File: src/rtl/utf8_width_line_fitter_core_macros.svh
// assertion macros for the utf8 width line fitter
`ifndef UTF8_WIDTH_LINE_FITTER_CORE_MACROS_SVH
`define UTF8_WIDTH_LINE_FITTER_CORE_MACROS_SVH

// same-cycle implication, sampled on clk, off during rst
`define UWLF_ASSERT_IMP(lbl, ante, cons) \
  lbl: assert property (@(posedge clk) disable iff (rst) (ante) |-> (cons)) \
    else $error("uwlf same-cycle check failed");

// next-cycle implication, sampled on clk, off during rst
`define UWLF_ASSERT_NXT(lbl, ante, cons) \
  lbl: assert property (@(posedge clk) disable iff (rst) (ante) |=> (cons)) \
    else $error("uwlf next-cycle check failed");

`endif

File: src/rtl/uwlf_pkg.sv
// shared types, constants and width functions of the utf8 width line fitter
package uwlf_pkg;

  localparam logic [15:0] REPL_CHAR      = 16'hFFFF;
  localparam logic [15:0] LINE_WIDTH_RST = 16'd128;
  localparam logic [15:0] LAM_CHAR       = 16'h0644;
  localparam int          Q_DEPTH        = 4;

  // one result item
  typedef struct packed {
    logic [15:0] code;
    logic [1:0]  cells;
    logic        comb;
    logic        bad;
    logic [15:0] px;
    logic        over;
    logic        eot;
  } res_t;

  // decoder state
  typedef struct packed {
    logic [20:0] partial;
    logic [1:0]  left;
    logic [15:0] prev;
    logic [15:0] sum;
  } st_t;

  // outcome of handling a byte as a lead
  typedef struct packed {
    logic hit;
    res_t res;
    st_t  st;
  } lead_t;

  // combining marks: thai and arabic ranges, alef forms after lam
  function automatic logic combines(logic [15:0] prev, logic [15:0] code);
    logic r;
    r = (code inside {[16'h0610:16'h0615], [16'h064B:16'h065E], [16'h06D6:16'h06ED],
                      16'h0E31, [16'h0E34:16'h0E3A], [16'h0E47:16'h0E4E]});
    if (prev == LAM_CHAR && code inside {[16'h0622:16'h0627]}) begin
      r = 1'b1;
    end
    return r;
  endfunction

  // one character: cell width and saturating pixel sum
  function automatic res_t emit(logic [15:0] prev, logic [15:0] sum, logic [15:0] lw,
                                logic [15:0] code, logic bad);
    res_t        r;
    logic [16:0] s;
    r.code = code;
    r.bad  = bad;
    r.eot  = 1'b0;
    r.comb = combines(prev, code);
    if (r.comb) begin
      r.cells = 2'd0;
    end else if (code >= 16'h3000 && code < 16'hFB00) begin
      r.cells = 2'd2;
    end else begin
      r.cells = 2'd1;
    end
    s    = {1'b0, sum} + {12'b0, r.cells, 3'b000};
    r.px = s[16] ? 16'hFFFF : s[15:0];
    r.over = (r.px > lw);
    return r;
  endfunction

  // result of the terminating nul
  function automatic res_t end_res(logic [15:0] sum, logic [15:0] lw);
    res_t r;
    r       = '0;
    r.px    = sum;
    r.over  = (sum > lw);
    r.eot   = 1'b1;
    return r;
  endfunction

endpackage

File: src/rtl/utf8_width_line_fitter_core.sv
// top level of the utf8 to ucs2 decoder with display width tracking
//
//   channel  | handshake              | payload
//   ---------+------------------------+-------------------------------------------
//   input    | in_valid / in_stall    | text_byte
//   output   | out_valid / out_stall  | code_point .. end_of_text
//   config   | cfg_valid / cfg_ready  | line_width_px
//
// one byte per cycle while in_stall is low; a byte moves from the input
// register into the result queue and leaves from its head. a byte that breaks
// a sequence may give two results, which leave over two output transfers.
// input stalls while a byte waits in the input register and the queue has
// fewer than two free entries. synchronous reset clears decoder state and
// queue, and sets the line budget to 128. cfg_ready is always high.
module utf8_width_line_fitter_core #(
  parameter int QDEPTH = uwlf_pkg::Q_DEPTH
) (
  input  logic        clk,
  input  logic        rst,
  input  logic        in_valid,
  output logic        in_stall,
  input  logic [7:0]  text_byte,
  output logic        out_valid,
  input  logic        out_stall,
  output logic [15:0] code_point,
  output logic [1:0]  cell_width,
  output logic        is_combining,
  output logic        is_malformed,
  output logic [15:0] running_px,
  output logic        over_width,
  output logic        end_of_text,
  input  logic        cfg_valid,
  output logic        cfg_ready,
  input  logic [15:0] line_width_px
);
  import uwlf_pkg::*;

  logic        ib_valid;
  logic [7:0]  ib_byte;
  logic [15:0] lw;
  logic        room2;
  logic        advance;
  logic [1:0]  dec_cnt;
  logic [1:0]  push_cnt;
  res_t        res0;
  res_t        res1;
  res_t        head;

  assign cfg_ready = 1'b1;
  assign advance   = ib_valid && room2;
  assign in_stall  = ib_valid && !room2;
  assign push_cnt  = advance ? dec_cnt : 2'd0;

  // line budget register
  always_ff @(posedge clk) begin
    if (rst) begin
      lw <= LINE_WIDTH_RST;
    end else if (cfg_valid && cfg_ready) begin
      lw <= line_width_px;
    end
  end

  // input register
  always_ff @(posedge clk) begin
    if (rst) begin
      ib_valid <= 1'b0;
    end else if (!in_stall) begin
      ib_valid <= in_valid;
    end
  end

  always_ff @(posedge clk) begin
    if (in_valid && !in_stall) begin
      ib_byte <= text_byte;
    end
  end

  uwlf_decode u_decode (
    .clk      (clk),
    .rst      (rst),
    .advance  (advance),
    .byte_in  (ib_byte),
    .lw       (lw),
    .push_cnt (dec_cnt),
    .res0     (res0),
    .res1     (res1)
  );

  uwlf_queue #(
    .DEPTH (QDEPTH)
  ) u_queue (
    .clk       (clk),
    .rst       (rst),
    .push_cnt  (push_cnt),
    .d0        (res0),
    .d1        (res1),
    .pop       (out_valid && !out_stall),
    .room2     (room2),
    .not_empty (out_valid),
    .q         (head)
  );

  // result fields
  assign code_point   = head.code;
  assign cell_width   = head.cells;
  assign is_combining = head.comb;
  assign is_malformed = head.bad;
  assign running_px   = head.px;
  assign over_width   = head.over;
  assign end_of_text  = head.eot;

  `include "utf8_width_line_fitter_core_macros.svh"

  `UWLF_ASSERT_IMP(a_eot_clean, out_valid && end_of_text, code_point == 16'h0000 && cell_width == 2'd0 && !is_combining && !is_malformed)
  `UWLF_ASSERT_IMP(a_comb_zero, out_valid && is_combining, cell_width == 2'd0)
  `UWLF_ASSERT_IMP(a_bad_repl, out_valid && is_malformed, code_point == REPL_CHAR)
  `UWLF_ASSERT_NXT(a_in_taken, in_valid && !in_stall, ib_valid)

endmodule

File: src/rtl/uwlf_decode.sv
// utf8 decoder state and per-byte result logic, up to two results per byte
module uwlf_decode (
  input  logic               clk,
  input  logic               rst,
  input  logic               advance,
  input  logic [7:0]         byte_in,
  input  logic [15:0]        lw,
  output logic [1:0]         push_cnt,
  output uwlf_pkg::res_t     res0,
  output uwlf_pkg::res_t     res1
);
  import uwlf_pkg::*;

  st_t st;
  st_t st_next;

  // handle a byte as the start of a character
  function automatic lead_t lead_byte(st_t s, logic [7:0] c, logic [15:0] l);
    lead_t o;
    o.hit = 1'b1;
    o.st  = s;
    o.res = '0;
    if (c == 8'h00) begin
      o.res = end_res(s.sum, l);
      o.st  = '0;
    end else if (c < 8'h80) begin
      o.res     = emit(s.prev, s.sum, l, {8'h00, c}, 1'b0);
      o.st.prev = {8'h00, c};
      o.st.sum  = o.res.px;
    end else if (c < 8'hC2 || c >= 8'hF5) begin
      o.res     = emit(s.prev, s.sum, l, REPL_CHAR, 1'b1);
      o.st.prev = REPL_CHAR;
      o.st.sum  = o.res.px;
    end else begin
      o.hit = 1'b0;
      if (c < 8'hE0) begin
        o.st.partial = {16'b0, c[4:0]};
        o.st.left    = 2'd1;
      end else if (c < 8'hF0) begin
        o.st.partial = {17'b0, c[3:0]};
        o.st.left    = 2'd2;
      end else begin
        o.st.partial = {18'b0, c[2:0]};
        o.st.left    = 2'd3;
      end
    end
    return o;
  endfunction

  // next state and results for the byte in the input register
  always_comb begin
    lead_t       l;
    st_t         mid;
    logic [20:0] pc;
    logic [1:0]  left_n;
    l        = '0;
    mid      = st;
    pc       = {st.partial[14:0], byte_in[5:0]};
    left_n   = st.left - 2'd1;
    st_next  = st;
    res0     = '0;
    res1     = '0;
    push_cnt = 2'd0;
    if (st.left == 2'd0) begin
      l        = lead_byte(st, byte_in, lw);
      res0     = l.res;
      st_next  = l.st;
      push_cnt = {1'b0, l.hit};
    end else if (byte_in[7:6] == 2'b10) begin
      if (left_n == 2'd0) begin
        if (pc == 21'd0) begin
          res0 = emit(st.prev, st.sum, lw, REPL_CHAR, 1'b1);
        end else if (pc[20:16] != 5'd0) begin
          res0 = emit(st.prev, st.sum, lw, REPL_CHAR, 1'b0);
        end else begin
          res0 = emit(st.prev, st.sum, lw, pc[15:0], 1'b0);
        end
        st_next.partial = '0;
        st_next.left    = 2'd0;
        st_next.prev    = res0.code;
        st_next.sum     = res0.px;
        push_cnt        = 2'd1;
      end else begin
        st_next.partial = pc;
        st_next.left    = left_n;
      end
    end else begin
      // broken sequence: replacement, then the byte again as a lead
      res0        = emit(st.prev, st.sum, lw, REPL_CHAR, 1'b1);
      mid.partial = '0;
      mid.left    = 2'd0;
      mid.prev    = REPL_CHAR;
      mid.sum     = res0.px;
      l           = lead_byte(mid, byte_in, lw);
      res1        = l.res;
      st_next     = l.st;
      push_cnt    = l.hit ? 2'd2 : 2'd1;
    end
  end

  // state register
  always_ff @(posedge clk) begin
    if (rst) begin
      st <= '0;
    end else if (advance) begin
      st <= st_next;
    end
  end

endmodule

File: src/rtl/uwlf_queue.sv
// result queue taking up to two results per cycle, one out per transfer
module uwlf_queue #(
  parameter int DEPTH = uwlf_pkg::Q_DEPTH
) (
  input  logic           clk,
  input  logic           rst,
  input  logic [1:0]     push_cnt,
  input  uwlf_pkg::res_t d0,
  input  uwlf_pkg::res_t d1,
  input  logic           pop,
  output logic           room2,
  output logic           not_empty,
  output uwlf_pkg::res_t q
);
  import uwlf_pkg::*;

  // depth must be a power of two so the pointers wrap on their own; the block does not enforce it
  localparam int PW = $clog2(DEPTH);
  localparam int CW = $clog2(DEPTH + 1);

  res_t          mem [DEPTH];
  logic [PW-1:0] wp;
  logic [PW-1:0] rp;
  logic [CW-1:0] count;

  assign room2     = (count <= CW'(DEPTH - 2));
  assign not_empty = (count != '0);
  assign q         = mem[rp];

  // storage writes
  always_ff @(posedge clk) begin
    if (push_cnt != 2'd0) begin
      mem[wp] <= d0;
    end
    if (push_cnt == 2'd2) begin
      mem[wp + PW'(1)] <= d1;
    end
  end

  // pointers and fill count
  always_ff @(posedge clk) begin
    if (rst) begin
      wp    <= '0;
      rp    <= '0;
      count <= '0;
    end else begin
      wp    <= wp + PW'(push_cnt);
      rp    <= rp + PW'(pop);
      count <= count + CW'(push_cnt) - CW'(pop);
    end
  end

endmodule
File: config.mk
export PLATFORM = sky130hd
export DESIGN_NAME = utf8_width_line_fitter_core
export DESIGN_NICKNAME = d
export VERILOG_FILES = /design/src/rtl/uwlf_pkg.sv /design/src/rtl/utf8_width_line_fitter_core.sv /design/src/rtl/uwlf_decode.sv /design/src/rtl/uwlf_queue.sv
export VERILOG_INCLUDE_DIRS = /design/src /design/src/rtl
export SDC_FILE = /design/constraint.sdc
export NUM_CORES = 1
export LEC_CHECK = 0
export ABC_AREA = 1
export BUFFER_PORTS_ARGS = -buffer_cell sky130_fd_sc_hd__buf_2
export CORE_ASPECT_RATIO = 0.5
export CORE_MARGIN = 10
export CORE_UTILIZATION = 30
export DETAILED_ROUTE_END_ITERATION = 8
export SETUP_SLACK_MARGIN = 0.02
export SYNTH_ARGS = -nofsm -noshare
export SYNTH_HDL_FRONTEND = slang
export SYNTH_SLANG_ARGS = --single-unit
File: constraint.sdc
create_clock -name clk -period 5.25 [get_ports clk]
set_clock_uncertainty 0.2 [all_clocks]
set_input_delay 0.7875 -clock clk [delete_from_list [all_inputs] [get_ports clk]]
set_output_delay 0.7875 -clock clk [all_outputs]
set_load 0.01 [all_outputs]
==> flow_summary.toml, run 1 <==
[place]
gp_congestion = 0.9377
post-dp-hpwl_mm = 37.07
place.port_buffers = 68
dp_slack_ns = 0.2114

[setup_path]
max_stage_delay_ns = 0.55
cp-end-kind = "flip-flop"
crit_required_ns = 5.38
reg2reg_from = "ib_byte[5]$_DFFE_PP_"
crit_top_cell = "nand2_1"
r2r_cells = 30
reg2reg_slack_ns = 0.45
critical_path_class = "reg2reg"
cp_slowest_cell = "edfxtp_1"
cp_max_fo = 8
critical_path_arrival_ns = 4.92
start_kind = "flip-flop"
regToRegEndpoint = "u_queue.mem[2][1]$_DFFE_PP_"

[floorplanning]
ios = 70
core_sq_mm = 0.04892
placementRows = 57
die_height_microns = 177.9
die-area_sq_mm = 0.05972
start_util = 0.3057
die-width_microns = 335.7

[global_route]
grt_pass1_wl_mm = 80.03
grt.overflow.total = 0
grt_start_max_net_pins = 78
grt_pass1_vias = 13114
antenna_found_initial = 5
grt_usage = 0.1692

[clock_tree]
holdBufCountCts = 0
cts-root-buf = "clkbuf_16"
clk_path_buf_depth = 3
worstSkewPairLatency_ns = 0.57
ctsHtreeMaxLevel = 1
path_clk_slew_ns = 0.06
cts_buffers = 26
cts_tree = "done"
clock_sinks = 233

[detailed_routing]
finalWirelength_mm = 52.54
wl_per_cell_microns = 19.75
ant_nets = 0
via_per_inst = 5.338
dr.pass1.iters = 6
drt_iter0_drc = 1688
drc = 0
vias = 14200

[final_layout]
nets = 2095
drive_above_1_share = 0.1369
ff_latch_area_sq_mm = 0.006190
area.growth.synth_to_final_pct = 14.45
fillers = 5130
multiInputGateArea_sq_mm = 0.007715

[logic_synthesis]
syn_area_per_cell_sq_um = 7.760
synthCells = 1927
synth-edff-count = 152
yosys_warnings = 0
synth_fp_nets = 2033
async_flop_share = 0
synth_flop_cell = "edfxtp_1"
netlist_area_sq_mm = 0.01495
yosysSeqAreaShare = 0.4137
ys_types = 59
ys_ff_latch = 233

[sta]
clock.fmax_mhz = 208.4
timing.final.max_slew_violations = 0
hold_viol_final = 0
slew_headroom = 0.2170
finalSetupViolCount = 0
timing.final.ws_setup_ns = 0.4512
rsz0062_at_grt = "false"
period_minus_slack_ns = 4.799
setup_tns_ns = 0
finalCritPeriodShare = 0.9141
tightestPinTransition_ns = 1.173

[hold_path]
min_delay_path_depth = 1
min_path_type = "in2reg"
holdPathEnd = "ib_byte[6]$_DFFE_PP_"
min_from = "text_byte[6]"

[power_and_ir_drop]
peakVddDrop_mv = 0.2975
power.density_mw_per_mm2 = 373.0
p_leak_nw = 6.917

[job]
maxCapViolations = 0

[status]
status = "complete, no violations"
-- flip-flops by register name (all words and copies together), names as in the netlist --
register	count
u_queue.mem	152
u_decode.st	49
lw	16
ib_byte	8
u_queue.count	3
u_queue.rp	2
u_queue.wp	2
ib_valid	1
-- synthesized netlist by cell type (all sizes together) (17+ instances only) --
cell type	count	area share
nand3	88	0.033
a21oi	123	0.042
nor3	17	0.0087
nand2	384	0.10
dfxtp	81	0.11
edfxtp	152	0.31
buf	38	0.014
nor2	206	0.056
o22ai	81	0.034
a22oi	23	0.012
o211ai	18	0.011
inv	183	0.046
nand4	19	0.0079
o21ai	308	0.10
clkbuf	64	0.016
ha	75	0.063
-- where the power goes --
part / switching [W] / internal (W)
clock network: 0.000802 / 0.00106
logic: 0.00160 / 0.000733
registers: 0.0000941 / 0.00209
total: 0.00250 / 0.00389
-- per-stage QoR --
step | hold slack (ns) | cells | instance area, sq um | utilization | total power, W
floorplan | 0.2444 | 1927 | 14950 | - | 0.003671
global placement | 0.2524 | 2601 | 16100 | 0.3291 | 0.004488
detailed placement | 0.2566 | 2601 | 16100 | 0.3291 | 0.004504
CTS | 0.1666 | 2649 | 16950 | 0.3465 | 0.006358
global route | 0.1874 | 2658 | 17110 | 0.3497 | 0.006735
finish | 0.1912 | 2660 | 17120 | 0.3498 | 0.006385
-- layer usage --
layer	routed length, microns	global-route usage	share of wire
met1	23560	0.2387	0.45
met3	5534	0.04539	0.11
met4	1104	0.03987	0.021
met2	22300	0.2534	0.42
met5	40	0	0.00076
-- cells in the final DEF, fill, tap and decap left out, drive strengths merged, types with 10 or more instances in the layout --
cell type	netlist	layout
clkinv	2	10
nor3	17	17
edfxtp	152	152
nand2	384	384
ha	75	75
nand4	19	19
xor2	11	11
a22oi	23	23
nand3	88	88
a21oi	123	123
clkbuf	64	36
inv	183	184
buf	38	136
dfxtp	81	81
o21ai	308	308
o211ai	18	18
nor2	206	206
a211oi	11	11
o22ai	81	81
-- cell families (layout without fill, tap and decap cells) --
family | Yosys count | after routing | synth area share
compound gates | 588 | 588 | 0.2223
xor+xnor | 14 | 14 | 0.008200
fa+ha+maj | 77 | 77 | 0.06543
buf+inv | 287 | 369 | 0.07639
flops | 233 | 233 | 0.4137
other cells | 1 | 3 | 0.0002508
simple gates | 727 | 727 | 0.2138
-- worst max-delay path, delay by kind of cell, from the launching register on --
kind	cells	cell delay (ns)
flops	1	0.55
compound gates	3	0.31
simple gates	23	2.65
fa+ha+maj	3	0.73
buf+inv	1	0.09
-- what timing repair did --
action | in CTS | in global routing
endpoints found under the setup margin | 0 | 4
buffers inserted | 0 | 9
resized for setup | 0 | 25
-- worst max path at each step --
stage	from	end	slack, ns	cells after the start
2_1_floorplan	u_decode.st[38]$_SDFFE_PP0P_	u_queue.mem[1][1]$_DFFE_PP_	1.04	30
6_report	ib_byte[5]$_DFFE_PP_	u_queue.mem[2][1]$_DFFE_PP_	0.45	30
3_3_place_gp	u_decode.st[43]$_SDFFE_PP0P_	u_queue.mem[2][1]$_DFFE_PP_	0.32	28
5_1_grt	ib_byte[5]$_DFFE_PP_	u_queue.mem[2][1]$_DFFE_PP_	0.06	30
3_5_place_dp	u_decode.st[43]$_SDFFE_PP0P_	u_queue.mem[2][1]$_DFFE_PP_	0.21	28
4_1_cts	u_decode.st[43]$_SDFFE_PP0P_	u_queue.mem[0][1]$_DFFE_PP_	0.17	28
-- final cells by class --
class	instances	area share
flip-flops and latches	233	0.3616
clock inverters	12	0.007603
repair buffers	136	0.04971
clock buffers	36	0.04196
well taps	649	0.04744
inverters	185	0.04057
multi-input cells	1407	0.4508
diodes	2	0.0002924
(Power assumes the default switching activity.)
==> run 2: changes to the inputs <==
--- a/config.mk
+++ b/config.mk
@@ -12,7 +12,9 @@
 export CORE_MARGIN = 10
 export CORE_UTILIZATION = 30
 export DETAILED_ROUTE_END_ITERATION = 8
+export GPL_ROUTABILITY_DRIVEN = 0
 export SETUP_SLACK_MARGIN = 0.02
+export SLEW_MARGIN = 20
 export SYNTH_ARGS = -nofsm -noshare
 export SYNTH_HDL_FRONTEND = slang
 export SYNTH_SLANG_ARGS = --single-unit
==> constraint.sdc (replaced) <==
create_clock -name clk -period 5.66 [get_ports clk]
set_clock_uncertainty 0.2 [all_clocks]
set_input_delay 0.849 -clock clk [delete_from_list [all_inputs] [get_ports clk]]
set_output_delay 0.849 -clock clk [all_outputs]
set_load 0.01 [all_outputs]
==> run 2 against run 1 <==
  * Critical path depth decreased by 4
  * Sequential power decreased by 7%
  * Die area unchanged
  * Global-route usage decreased by 0.64 points
  * Setup slack improved by 0.10 ns
  * Cell count decreased by 0.83%
  * Register-to-register slack improved by 0.10 ns
  * Clock power decreased by 4%
  * Cell area decreased by 1.1%
  * Routed wire length decreased by 3.5%
  * Total power decreased by 7.1%
  * Critical path type unchanged
==> flow_summary.toml, run 2 (synthesized netlist as in run 1, its figures left out) <==
[clock_tree]
cts-root-buf = "clkbuf_16"
path_clk_slew_ns = 0.06
cts_setup_buffers = 0
ctsResizeCount = 0
worstSkewPairLatency_ns = 0.57
clock_sinks = 233
clk_path_buf_depth = 3
cts_tree = "done"
cts_buffers = 26
holdBufCountCts = 0
ctsHtreeMaxLevel = 1

[sta]
rsz0062_at_grt = "false"
finalSetupViolCount = 0
slew_headroom = 0.3166
finalCritPeriodShare = 0.9018
timing.final.max_slew_violations = 0
tightestPinTransition_ns = 1.014
period_minus_slack_ns = 5.104
setup_tns_ns = 0
clock.fmax_mhz = 195.9
hold_viol_final = 0
timing.hold.ws_ns = 0.2551

[place]
numPlacedInstances = 2590
dpl_cell_area_sq_mm = 0.01604
place.port_buffers = 68
post-dp-hpwl_mm = 35.43

[detailed_routing]
drc = 0
via_per_inst = 5.413
ant_nets = 0
vias = 14280
dr.pass1.iters = 6
wl_per_cell_microns = 19.22
finalWirelength_mm = 50.70
drt_iter0_drc = 2061

[setup_path]
start_kind = "flip-flop"
critical_path_arrival_ns = 5.21
critical_path_class = "reg2reg"
crit_required_ns = 5.77
cp_max_fo = 6
cp-end-kind = "flip-flop"

[power_and_ir_drop]
total_power_w = 0.005933
internal_power_w = 0.003631
switching_share = 0.3881
p_leak_nw = 6.830
p_sw_w = 0.002303
peakVddDrop_mv = 0.2337
pwr-share-comb = 0.354
power_frac_seq = 0.343
clock_power_share = 0.302
power.density_mw_per_mm2 = 350.4

[global_route]
grt_pass1_vias = 13039
antenna_found_initial = 1
grt_usage = 0.1629
grt_pass1_wl_mm = 77.51
grt.overflow.total = 0
grt_start_max_net_pins = 78

[job]
maxCapViolations = 0

[hold_path]
min_path_type = "in2reg"

[status]
status = "complete, no violations"

[final_layout]
largest_reg_flops = 152
drive_above_1_share = 0.1212
final_common_cell = "nand2_1"
area.growth.synth_to_final_pct = 13.24
final_cell_area_sq_mm = 0.01694
diodes = 0
final_cell_mix = "nand2_1 (360), o21ai_0 (238), nor2_1 (193)"
stdcell_count = 2638
largest_registers = "u_queue.mem: 152 flops, u_decode.st: 49 flops, lw: 16 flops"
top_register = "u_queue.mem"
nets = 2075

[floorplanning]
start_util = 0.3057
die-area_sq_mm = 0.05972
ios = 70
die_height_microns = 177.9
placementRows = 57
core_sq_mm = 0.04892
die-width_microns = 335.7
run 2: cell count changes in the layout (fill, tap and decap cells not counted), moves of 3 or more:
cell      change
nor2_1        +4
buf_4        -21
nor3_1        +3
clkbuf_1      -4
nor2_4        -3
nor3_2        -3
run 2: stage by stage:
stage | setup WS (ns) | utilization
detailed placement | 0.6865 | 0.3278
floorplan | 1.452 | -
CTS | 0.6727 | 0.3461
finish | 0.5556 | 0.3461
global route | 0.06180 | 0.3461
global placement | 0.8228 | 0.3277
run 2: worst max-delay path, cell delays in order (launching register included):
cell and delay (ns):
dfxtp_1 0.35, nor2_1 0.14, nand3_1 0.20, a211oi_1 0.49
o21ai_0 0.18, nand2_1 0.10, nand2_1 0.05, nor2_1 0.12
nand3_1 0.12, inv_1 0.08, ha_1 0.20, fa_1 0.22
nand3_1 0.16, nor2_1 0.23, nand2_1 0.12, nor3_1 0.19
or2_2 0.14, nand3_1 0.09, ha_1 0.33, nand4_1 0.12
nor3_1 0.26, nor3b_1 0.24, a21oi_1 0.07, o21ai_0 0.15
nand2_1 0.17, nand2_1 0.10, nand2_1 0.05
run 2: worst paths after layout:
check,startpoint,to,slack [ns],cells after the start
max,u_decode.st[43]$_SDFFE_PP0P_,u_queue.mem[2][1]$_DFFE_PP_,0.56,26
min reg2reg,u_decode.st[44]$_SDFFE_PP0P_,u_decode.st[44]$_SDFFE_PP0P_,0.27,2
max reg2reg,u_decode.st[43]$_SDFFE_PP0P_,u_queue.mem[2][1]$_DFFE_PP_,0.56,26
min,text_byte[6],ib_byte[6]$_DFFE_PP_,0.26,1
run 2: power by group through the flow:
stage | clock, W | sequential (W) | combinational, W
5_1_grt | 0.00187 | 0.00205 | 0.00232
4_1_cts | 0.00181 | 0.00203 | 0.00208
3_3_place_gp | 0 | 0.00207 | 0.00206
3_5_place_dp | 0 | 0.00207 | 0.00207
6_report | 0.00179 | 0.00204 | 0.00210
2_1_floorplan | 0 | 0.00204 | 0.00136
run 2: area by class of cell:
class / instances / area (sq um)
Clock buffer: 32 / 703.2
Clock inverter: 16 / 196.4
Fill cell: 5122 / 31990
Inverter: 185 / 694.4
Multi-Input combinational cell: 1407 / 7629
Sequential cell: 233 / 6187
Tap cell: 649 / 812.0
Timing Repair Buffer: 116 / 713.2
run 2: metal layers:
metal | wire length (microns) | global-route usage | vias to the layer above
li1 | - | - | 6794
met1 | 23070 | 0.2361 | 6738
met2 | 21820 | 0.2514 | 674
met3 | 4958 | 0.02776 | 72
met4 | 837 | 0.03087 | 2
met5 | 13 | 0 | -
